<file path="src/hdl/dtpb_pkg.sv">
// ----------------------------------------------------------------------------
// dtpb_pkg
// Shared types, constants and arithmetic helpers for the depth-to-point
// back-projection block.
// ----------------------------------------------------------------------------
package dtpb_pkg;

  localparam int CoordBits  = 12;
  localparam int SampleBits = 16;
  // offset magnitude covers both (count << 16) and the Q12.16 center
  localparam int MagW       = (CoordBits + 16 > 28) ? CoordBits + 16 : 28;
  localparam int QueueDepth = 2;
  localparam int QPtrW      = (QueueDepth > 1) ? $clog2(QueueDepth) : 1;

  localparam logic [15:0] SampleMask = 16'((32'd1 << SampleBits) - 32'd1);

  // register indexes on the configuration port
  typedef enum logic [2:0] {
    REG_WIDTH    = 3'd0,
    REG_HEIGHT   = 3'd1,
    REG_SCALE    = 3'd2,
    REG_RECIP_X  = 3'd3,
    REG_RECIP_Y  = 3'd4,
    REG_CENTER_X = 3'd5,
    REG_CENTER_Y = 3'd6
  } dtpb_reg_e;

  localparam logic [12:0] RstWidth   = 13'd512;
  localparam logic [12:0] RstHeight  = 13'd424;
  localparam logic [31:0] RstScale   = 32'd16777;
  localparam logic [31:0] RstRecipX  = 32'd7227960;
  localparam logic [31:0] RstRecipY  = 32'd7266760;
  localparam logic [27:0] RstCenterX = 28'd22236876;
  localparam logic [27:0] RstCenterY = 28'd15908150;

  typedef struct packed {
    logic [12:0] image_width;
    logic [12:0] image_height;
    logic [31:0] depth_scale;
    logic [31:0] recip_focal_x;
    logic [31:0] recip_focal_y;
    logic [27:0] center_x;
    logic [27:0] center_y;
  } dtpb_cfg_t;

  // one classified pixel waiting for the arithmetic
  typedef struct packed {
    logic [15:0]     sample;
    logic [MagW-1:0] mag_x;
    logic            neg_x;
    logic [MagW-1:0] mag_y;
    logic            neg_y;
    logic            last;
  } dtpb_item_t;

  typedef enum logic [3:0] {
    ST_IDLE,
    ST_Z,
    ST_XM,
    ST_XL,
    ST_XH,
    ST_XS,
    ST_YL,
    ST_YH,
    ST_YS
  } dtpb_state_e;

  // last position for a size register; zero acts as one, large values clamp
  function automatic logic [CoordBits-1:0] size_m1(input logic [12:0] v);
    logic [16:0] top;
    top = 17'(32'd1 << CoordBits);
    if (v == 13'd0) begin
      return '0;
    end else if (17'(v) > top) begin
      return '1;
    end
    return CoordBits'(13'(v - 13'd1));
  endfunction

  // Q8.24 * raw -> Q16.16, round half up, saturate to 31 bits
  function automatic logic [30:0] sat_depth(input logic [63:0] prod);
    logic [63:0] t;
    t = prod + 64'd128;
    if (t[63:39] != '0) begin
      return 31'h7FFF_FFFF;
    end
    return t[38:8];
  endfunction

  // hz = hi*z, a = lo*z + 2^47; finish rounding, apply sign, saturate
  function automatic logic [31:0] lat_fin(input logic [63:0] hz,
                                          input logic [63:0] a,
                                          input logic        neg);
    logic [63:0] sum;
    logic [47:0] res;
    logic [47:0] nres;
    sum  = hz + {32'd0, a[63:32]};
    res  = sum[63:16];
    nres = 48'd0 - res;
    if (neg) begin
      if (res >= 48'h0000_8000_0000) begin
        return 32'h8000_0000;
      end
      return nres[31:0];
    end
    if (res > 48'h0000_7FFF_FFFF) begin
      return 32'h7FFF_FFFF;
    end
    return res[31:0];
  endfunction

endpackage

</file>
<file path="src/hdl/dtpb_front.sv">
// ----------------------------------------------------------------------------
// dtpb_front
// Accepts depth samples, tracks column and row, and classifies each pixel
// into signed offsets from the principal point plus an end-of-frame flag.
// ----------------------------------------------------------------------------
module dtpb_front (
  input  logic                 clk_i,
  input  logic                 rst_ni,
  input  dtpb_pkg::dtpb_cfg_t  cfg_i,
  input  logic                 s_axis_tvalid_i,
  output logic                 s_axis_tready_o,
  input  logic [15:0]          s_axis_tdata_i,   // [15:0] depth_sample
  input  logic                 full_i,
  output logic                 push_o,
  output dtpb_pkg::dtpb_item_t item_o
);

  logic [dtpb_pkg::CoordBits-1:0] col_q, col_d;
  logic [dtpb_pkg::CoordBits-1:0] row_q, row_d;
  logic [dtpb_pkg::CoordBits-1:0] col_last, row_last;
  logic                           col_end, row_end;
  logic [dtpb_pkg::MagW-1:0]      pos_x, pos_y, ctr_x, ctr_y;
  logic                           below_x, below_y;

  assign s_axis_tready_o = !full_i;
  assign push_o          = s_axis_tvalid_i && !full_i;

  assign col_last = dtpb_pkg::size_m1(cfg_i.image_width);
  assign row_last = dtpb_pkg::size_m1(cfg_i.image_height);
  // a counter past the bound (size shrunk mid-frame) counts as the end
  assign col_end  = col_q >= col_last;
  assign row_end  = row_q >= row_last;

  assign pos_x   = dtpb_pkg::MagW'({col_q, 16'd0});
  assign pos_y   = dtpb_pkg::MagW'({row_q, 16'd0});
  assign ctr_x   = dtpb_pkg::MagW'(cfg_i.center_x);
  assign ctr_y   = dtpb_pkg::MagW'(cfg_i.center_y);
  assign below_x = pos_x < ctr_x;
  assign below_y = pos_y < ctr_y;

  always_comb begin
    item_o.sample = s_axis_tdata_i & dtpb_pkg::SampleMask;
    item_o.mag_x  = below_x ? (ctr_x - pos_x) : (pos_x - ctr_x);
    item_o.neg_x  = below_x;
    item_o.mag_y  = below_y ? (ctr_y - pos_y) : (pos_y - ctr_y);
    item_o.neg_y  = !below_y;   // y points up
    item_o.last   = col_end && row_end;
  end

  always_comb begin
    col_d = col_q;
    row_d = row_q;
    if (push_o) begin
      if (col_end) begin
        col_d = '0;
        row_d = row_end ? '0 : row_q + 1'b1;
      end else begin
        col_d = col_q + 1'b1;
      end
    end
  end

  always_ff @(posedge clk_i or negedge rst_ni) begin
    if (!rst_ni) begin
      col_q <= '0;
      row_q <= '0;
    end else begin
      col_q <= col_d;
      row_q <= row_d;
    end
  end

endmodule

</file>
<file path="src/hdl/dtpb_queue.sv">
// ----------------------------------------------------------------------------
// dtpb_queue
// Short register FIFO between the classifier and the arithmetic sequencer.
// ----------------------------------------------------------------------------
module dtpb_queue (
  input  logic                 clk_i,
  input  logic                 rst_ni,
  input  logic                 push_i,
  input  dtpb_pkg::dtpb_item_t item_i,
  output logic                 full_o,
  input  logic                 pop_i,
  output dtpb_pkg::dtpb_item_t item_o,
  output logic                 empty_o
);

  localparam int Depth = dtpb_pkg::QueueDepth;
  localparam int PtrW  = dtpb_pkg::QPtrW;

  dtpb_pkg::dtpb_item_t mem_q [Depth];
  logic [PtrW-1:0]      wr_ptr_q, rd_ptr_q;
  logic [PtrW:0]        cnt_q;

  assign full_o  = cnt_q == (PtrW + 1)'(Depth);
  assign empty_o = cnt_q == '0;
  assign item_o  = mem_q[rd_ptr_q];

  always_ff @(posedge clk_i) begin
    if (push_i) begin
      mem_q[wr_ptr_q] <= item_i;
    end
  end

  always_ff @(posedge clk_i or negedge rst_ni) begin
    if (!rst_ni) begin
      wr_ptr_q <= '0;
      rd_ptr_q <= '0;
      cnt_q    <= '0;
    end else begin
      if (push_i) begin
        wr_ptr_q <= (wr_ptr_q == PtrW'(Depth - 1)) ? '0 : wr_ptr_q + 1'b1;
      end
      if (pop_i) begin
        rd_ptr_q <= (rd_ptr_q == PtrW'(Depth - 1)) ? '0 : rd_ptr_q + 1'b1;
      end
      case ({push_i, pop_i})
        2'b10:   cnt_q <= cnt_q + 1'b1;
        2'b01:   cnt_q <= cnt_q - 1'b1;
        default: cnt_q <= cnt_q;
      endcase
    end
  end

endmodule

</file>
<file path="src/hdl/dtpb_back.sv">
// ----------------------------------------------------------------------------
// dtpb_back
// Arithmetic sequencer: one shared 32x32 multiplier computes z, then the
// x and y lateral products in three passes each, into an output register.
// ----------------------------------------------------------------------------
module dtpb_back (
  input  logic                 clk_i,
  input  logic                 rst_ni,
  input  dtpb_pkg::dtpb_cfg_t  cfg_i,
  input  logic                 empty_i,
  input  dtpb_pkg::dtpb_item_t item_i,
  output logic                 pop_o,
  output logic                 m_axis_tvalid_o,
  input  logic                 m_axis_tready_i,
  output logic [95:0]          m_axis_tdata_o,  // [31:0] point_x, [63:32] point_y,
                                                // [94:64] point_z, [95] zero pad
  output logic                 m_axis_tlast_o   // frame_last
);

  dtpb_pkg::dtpb_state_e state_q, state_d;
  dtpb_pkg::dtpb_item_t  item_q;

  logic [31:0] mul_a, mul_b;
  logic [63:0] product;
  logic [63:0] prod_q, a_q;
  logic [31:0] hi_q, x_q;
  logic [30:0] z_q;
  logic        load_out, out_free;

  logic        out_valid_q;
  logic [31:0] out_x_q, out_y_q;
  logic [30:0] out_z_q;
  logic        out_last_q;

  assign out_free = !out_valid_q || m_axis_tready_i;
  assign product  = {32'd0, mul_a} * {32'd0, mul_b};

  always_comb begin
    state_d  = state_q;
    pop_o    = 1'b0;
    load_out = 1'b0;
    mul_a    = '0;
    mul_b    = '0;
    unique case (state_q) inside
      dtpb_pkg::ST_IDLE: begin
        if (!empty_i) begin
          pop_o   = 1'b1;
          state_d = dtpb_pkg::ST_Z;
        end
      end
      dtpb_pkg::ST_Z: begin
        mul_a   = 32'(item_q.sample);
        mul_b   = cfg_i.depth_scale;
        state_d = dtpb_pkg::ST_XM;
      end
      dtpb_pkg::ST_XM: begin
        mul_a   = 32'(item_q.mag_x);
        mul_b   = cfg_i.recip_focal_x;
        state_d = dtpb_pkg::ST_XL;
      end
      dtpb_pkg::ST_XL, dtpb_pkg::ST_YL: begin
        mul_a   = prod_q[31:0];
        mul_b   = 32'(z_q);
        state_d = (state_q == dtpb_pkg::ST_XL) ? dtpb_pkg::ST_XH : dtpb_pkg::ST_YH;
      end
      dtpb_pkg::ST_XH, dtpb_pkg::ST_YH: begin
        mul_a   = hi_q;
        mul_b   = 32'(z_q);
        state_d = (state_q == dtpb_pkg::ST_XH) ? dtpb_pkg::ST_XS : dtpb_pkg::ST_YS;
      end
      dtpb_pkg::ST_XS: begin
        mul_a   = 32'(item_q.mag_y);
        mul_b   = cfg_i.recip_focal_y;
        state_d = dtpb_pkg::ST_YL;
      end
      dtpb_pkg::ST_YS: begin
        // hold here until the output register frees up
        if (out_free) begin
          load_out = 1'b1;
          if (!empty_i) begin
            pop_o   = 1'b1;
            state_d = dtpb_pkg::ST_Z;
          end else begin
            state_d = dtpb_pkg::ST_IDLE;
          end
        end
      end
      default: state_d = dtpb_pkg::ST_IDLE;
    endcase
  end

  always_ff @(posedge clk_i or negedge rst_ni) begin
    if (!rst_ni) begin
      state_q     <= dtpb_pkg::ST_IDLE;
      out_valid_q <= 1'b0;
    end else begin
      state_q <= state_d;
      if (load_out) begin
        out_valid_q <= 1'b1;
      end else if (m_axis_tready_i) begin
        out_valid_q <= 1'b0;
      end
    end
  end

  // datapath, no reset
  always_ff @(posedge clk_i) begin
    if (pop_o) begin
      item_q <= item_i;
    end
    if (state_q != dtpb_pkg::ST_YS) begin
      prod_q <= product;
    end
    if (state_q == dtpb_pkg::ST_XM) begin
      z_q <= dtpb_pkg::sat_depth(prod_q);
    end
    if (state_q == dtpb_pkg::ST_XL || state_q == dtpb_pkg::ST_YL) begin
      hi_q <= prod_q[63:32];
    end
    if (state_q == dtpb_pkg::ST_XH || state_q == dtpb_pkg::ST_YH) begin
      a_q <= prod_q + 64'h0000_8000_0000_0000;
    end
    if (state_q == dtpb_pkg::ST_XS) begin
      x_q <= dtpb_pkg::lat_fin(prod_q, a_q, item_q.neg_x);
    end
    if (load_out) begin
      out_x_q    <= x_q;
      out_y_q    <= dtpb_pkg::lat_fin(prod_q, a_q, item_q.neg_y);
      out_z_q    <= z_q;
      out_last_q <= item_q.last;
    end
  end

  assign m_axis_tvalid_o = out_valid_q;
  assign m_axis_tdata_o  = {1'b0, out_z_q, out_y_q, out_x_q};
  assign m_axis_tlast_o  = out_last_q;

endmodule

</file>
<file path="src/hdl/depth_to_point_backprojection.sv">
// ----------------------------------------------------------------------------
// depth_to_point_backprojection
// Raster depth stream in, pinhole back-projected Q16.16 points out.
// ----------------------------------------------------------------------------
//  channel   dir  handshake         payload
//  s_axis    in   tvalid / tready   tdata[15:0] depth_sample
//  m_axis    out  tvalid / tready   tdata x,y,z ; tlast frame_last
//  cfg       in   cfg_we_i          cfg_idx_i, cfg_wdata_i
//
//  The back end works on one pixel at a time: one shared 32x32 multiplier
//  runs seven products per pixel in the back-end sequencer.
//  Input side has a 2-entry queue, so it takes samples while the back end
//  works and while a finished point waits in the output register.
//  Async reset clears counters and queue and loads register defaults.
// ----------------------------------------------------------------------------
module depth_to_point_backprojection (
  input  logic        clk_i,
  input  logic        rst_ni,
  input  logic        cfg_we_i,
  input  logic [2:0]  cfg_idx_i,
  input  logic [31:0] cfg_wdata_i,
  input  logic        s_axis_tvalid_i,
  output logic        s_axis_tready_o,
  input  logic [15:0] s_axis_tdata_i,   // [15:0] depth_sample
  output logic        m_axis_tvalid_o,
  input  logic        m_axis_tready_i,
  output logic [95:0] m_axis_tdata_o,   // [31:0] point_x, [63:32] point_y,
                                        // [94:64] point_z, [95] zero pad
  output logic        m_axis_tlast_o    // frame_last
);

  dtpb_pkg::dtpb_cfg_t  cfg_q;
  dtpb_pkg::dtpb_item_t front_item, queue_item;
  logic                 push, full, pop, empty;

  always_ff @(posedge clk_i or negedge rst_ni) begin
    if (!rst_ni) begin
      cfg_q.image_width   <= dtpb_pkg::RstWidth;
      cfg_q.image_height  <= dtpb_pkg::RstHeight;
      cfg_q.depth_scale   <= dtpb_pkg::RstScale;
      cfg_q.recip_focal_x <= dtpb_pkg::RstRecipX;
      cfg_q.recip_focal_y <= dtpb_pkg::RstRecipY;
      cfg_q.center_x      <= dtpb_pkg::RstCenterX;
      cfg_q.center_y      <= dtpb_pkg::RstCenterY;
    end else if (cfg_we_i) begin
      case (cfg_idx_i)
        dtpb_pkg::REG_WIDTH:    cfg_q.image_width   <= cfg_wdata_i[12:0];
        dtpb_pkg::REG_HEIGHT:   cfg_q.image_height  <= cfg_wdata_i[12:0];
        dtpb_pkg::REG_SCALE:    cfg_q.depth_scale   <= cfg_wdata_i;
        dtpb_pkg::REG_RECIP_X:  cfg_q.recip_focal_x <= cfg_wdata_i;
        dtpb_pkg::REG_RECIP_Y:  cfg_q.recip_focal_y <= cfg_wdata_i;
        dtpb_pkg::REG_CENTER_X: cfg_q.center_x      <= cfg_wdata_i[27:0];
        dtpb_pkg::REG_CENTER_Y: cfg_q.center_y      <= cfg_wdata_i[27:0];
        default: ;
      endcase
    end
  end

  dtpb_front u_front (
    .clk_i           (clk_i),
    .rst_ni          (rst_ni),
    .cfg_i           (cfg_q),
    .s_axis_tvalid_i (s_axis_tvalid_i),
    .s_axis_tready_o (s_axis_tready_o),
    .s_axis_tdata_i  (s_axis_tdata_i),
    .full_i          (full),
    .push_o          (push),
    .item_o          (front_item)
  );

  dtpb_queue u_queue (
    .clk_i   (clk_i),
    .rst_ni  (rst_ni),
    .push_i  (push),
    .item_i  (front_item),
    .full_o  (full),
    .pop_i   (pop),
    .item_o  (queue_item),
    .empty_o (empty)
  );

  dtpb_back u_back (
    .clk_i           (clk_i),
    .rst_ni          (rst_ni),
    .cfg_i           (cfg_q),
    .empty_i         (empty),
    .item_i          (queue_item),
    .pop_o           (pop),
    .m_axis_tvalid_o (m_axis_tvalid_o),
    .m_axis_tready_i (m_axis_tready_i),
    .m_axis_tdata_o  (m_axis_tdata_o),
    .m_axis_tlast_o  (m_axis_tlast_o)
  );

endmodule

</file>
<file path="config.mk">
export PLATFORM = sky130hd
export DESIGN_NAME = depth_to_point_backprojection
export DESIGN_NICKNAME = d
export VERILOG_FILES = /design/src/hdl/dtpb_pkg.sv /design/src/hdl/dtpb_front.sv /design/src/hdl/dtpb_queue.sv /design/src/hdl/dtpb_back.sv /design/src/hdl/depth_to_point_backprojection.sv
export SDC_FILE = /design/constraint.sdc
export NUM_CORES = 2
export LEC_CHECK = 0
export BUFFER_PORTS_ARGS = -buffer_cell sky130_fd_sc_hd__buf_4
export CORE_UTILIZATION = 44
export DETAILED_ROUTE_END_ITERATION = 8
export PLACE_DENSITY = 0.64
export SYNTH_ARGS = -nofsm -noshare
export SYNTH_HDL_FRONTEND = slang
export SYNTH_SLANG_ARGS = --single-unit
export TNS_END_PERCENT = 100
</file>
<file path="constraint.sdc">
create_clock -name clk_i -period 15.3 [get_ports clk_i]
set_input_delay 1.53 -clock clk_i [delete_from_list [all_inputs] [get_ports clk_i]]
set_output_delay 1.53 -clock clk_i [all_outputs]
set_load 0.1 [all_outputs]
</file>
==> qor.csv <==
stage;metric;value;unit
setup_path;cp.depth;32;
global_route;grt_pass1_vias;53500;
synthesis;netlist_area;68600;sq um
clock_tree;hold_buffers;0;
flow_run;maxCapViolCount;0;
timing;rsz0062_at_grt;no;
global_route;antenna_found_initial;15;
synthesis;async_reset_ff_share;29.2;%
routing;first_iter_violations;5541;
synthesis;synthMuxAreaShare;4.59;%
status;violations;design-rule violations;
synthesis;synth_compound_area_share;7.80;%
global_route;grt_pass1_wl;342000;microns
die;io_pins;155;
setup_path;worst_path_most_repeated_cell;fa_1;
global_route;grtUsageTotal;29.4;%
layout;layout.nets;8212;
synthesis;synth_xor_area_share;2.63;%
timing;final.setup.worst_slack;3.91;ns
global_route;overflow;0;
routing;vias;52200;
synthesis;synth_enable_flop_cells;512;
clock_tree;cts-resized-gates;0;
layout;finalInstanceArea;74900;sq um
synthesis;yosysUniqueCellTypes;95;
clock_tree;clock_latency;0.69;ns
die;core;154000;sq um
timing;slew-limit-headroom;10.9;%
place;pre_cts_ws;4.24;ns
routing;avgRoutedWirePerCell;25.5;microns
clock_tree;cts_buffer_depth;3;
die;start_util;44.4;%
timing;period_minus_slack;11.39;ns
setup_path;endpoint_kind;register;
timing;fin_crit_sh;74.4;%
worst_hold_path;worstHoldStart;u_back.x_q[4];
place;gp_congestion;1.02;
routing;route.detailed.drc;8;
synthesis;synth.avg_cell_area;10.0;sq um
layout;n_fill_cell;14100;
clock_tree;postCtsSetupBuffers;0;
place;place_area;72300;sq um
synthesis;yosysSeqAreaShare;30.2;%
worst_hold_path;hold_path.class;reg -> reg;
setup_path;cp_top_family;adder cells;
synthesis;ys.flop_type;edfxtp_1;
layout;syn_to_final_growth;9.16;%
setup_path;path_class;reg -> reg;
routing;viasPerCell;5.81;
synthesis;synthSimpleGateAreaFrac;14.0;%
setup_path;arrival;11.80;ns
setup_path;crit-reg2reg-launch;u_back.state_q[0];
setup_path;startpoint;u_back.state_q[0];
global_route;grt_max_degree;81;
die;die_x;397;microns
timing;setup_viol;0;
synthesis;synth_fa_ha_area_share;33.0;%
clock_tree;root_buffer;clkbuf_16;
timing;whs;0.413;ns
routing;wl;230000;microns
timing;timing.fmax;87.8;MHz
clock_tree;cts_sinks;723;
layout;drive_gt1_share;11.7;%
timing;fin_setup_tns;0;ns
worst_hold_path;holdPathStages;0;
timing;clock-skew-final;0.0440;ns
timing;report.final.slew_viol_count;0;
setup_path;cp_max_fo;31;
routing;ant_nets;0;
setup_path;rr_worst_depth;32;
routing;drt_pass1_iterations;9;
timing;hold_viol;0;
die;die_h;397;microns
die;rows;144;
status;status;finished with violations;
clock_tree;clk_pin_slew;0.07;ns
setup_path;critPathSlowestCell;or2_2;
synthesis;synth_cells;6857;
synthesis;yosys_warnings;0;
die;die-area;157000;sq um
synthesis;synth_top_family_by_area;adder cells;
setup_path;setup.worst_path.start_class;register;
timing;tightest_slew;1.34;ns
setup_path;max_stage_delay;0.78;ns
clock_tree;cts_htree_levels;3;
place;port_buffers;153;
setup_path;crit_buf_inv;6;
synthesis;synth_seq_cells;723;
clock_tree;cts_tree;built;
place;dp_hpwl;173000;microns
setup_path;crit_required;15.71;ns
clock_tree;cts_buffers;77;
-- flip-flops by register name (all words and copies together) (netlist names), 64 cells and up --
register,cells
u_back.prod_q,64
u_back.item_q,75
u_queue.mem_q,150
cfg_q,178
-- placed cells by master, fill, tap and decap left out, drive strengths merged, types with 150 or more instances in the layout --
cell type / netlist / routed
ha: 373 / 373
fa: 898 / 898
dfrtp: 150 / 150
buf: 34 / 297
nand2: 836 / 836
a21oi: 205 / 205
edfxtp: 512 / 512
inv: 1059 / 1065
nor2: 772 / 772
mux2: 251 / 251
-- worst register-to-register path, delay by kind of cell, from the launching register on --
kind | cells | cell delay, ns
flops | 1 | 0.49
xor+xnor | 2 | 0.35
compound gates | 7 | 2.31
buf+inv | 6 | 0.71
fa+ha+maj | 9 | 4.66
simple gates | 8 | 2.60
-- area by class of cell --
cell class                      instances  area (sq um)  area share [%]
Multi-Input combinational cell       4725         42800            57.1
Sequential cell                       723         20700            27.7
Inverter                             1060          3980            5.32
Tap cell                             2044          2560            3.42
Timing Repair Buffer                  298          2240            3.00
Clock buffer                           97          2060            2.75
Clock inverter                         39           497           0.664
Antenna cell                            2          5.00         0.00669
-- layer usage --
layer / routed length [microns] / global-route usage [%]
met1: 89300 / 38.1
met2: 102000 / 45.5
met3: 25000 / 8.40
met4: 13300 / 14.1
met5: 38 / 0
-- final timing paths --
| kind | to | slack, ns |
|---|---|---|
| worst max register to register | u_back.prod_q[59] | 3.91 |
| worst min register to register | u_back.out_x_q[4] | 0.41 |
| worst min-delay path | u_back.out_x_q[4] | 0.41 |
| max in group asynchronous | cfg_q[58] | 12.21 |
| worst max-delay path | u_back.prod_q[59] | 3.91 |
| min in group asynchronous | cfg_q[55] | 0.85 |
-- Yosys cell counts, drive strengths merged (18+ instances only) --
cell type	instances	area share, %
a211oi	34	0.39
a21o	105	1.1
a21oi	205	1.5
a221o	21	0.31
a221oi	21	0.27
a22oi	26	0.28
a31oi	24	0.23
and2	35	0.32
and3	46	0.42
and4	49	0.63
buf	34	0.22
clkbuf	318	1.7
dfrtp	150	5.5
dfstp	61	2.3
edfxtp	512	22
fa	898	26
ha	373	6.8
inv	1059	5.8
mux2	251	4.1
mux2i	32	0.47
nand2	836	4.6
nand2b	28	0.26
nand3	90	0.66
nand4	94	0.86
nor2	772	4.2
nor3	75	0.56
nor4	28	0.30
o211ai	18	0.20
o21a	20	0.22
o21ai	131	0.96
o21bai	20	0.22
o22ai	52	0.47
o31ai	23	0.25
or2	27	0.25
or3	21	0.20
xnor2	132	1.7
xor2	74	0.95
-- through the flow --
step | utilization [%] | instances
finish | 48.5 | 8988
global route | 48.5 | 8986
floorplan | - | 6860
CTS | 48.5 | 8986
global placement | 46.8 | 8850
detailed placement | 46.8 | 8850
-- cell families after synthesis --
family,count (synthesis)
other,2
AND/OR/NAND/NOR,2161
AO/OA/AOI/OAI,799
multiplexers,283
buffers and inverters,1412
flip-flops,723
XOR/XNOR,206
adder cells (fa/ha/maj),1271
Power is not shown: default switching activity piles up to over one toggle a cycle in this logic, so the estimate is an artifact.
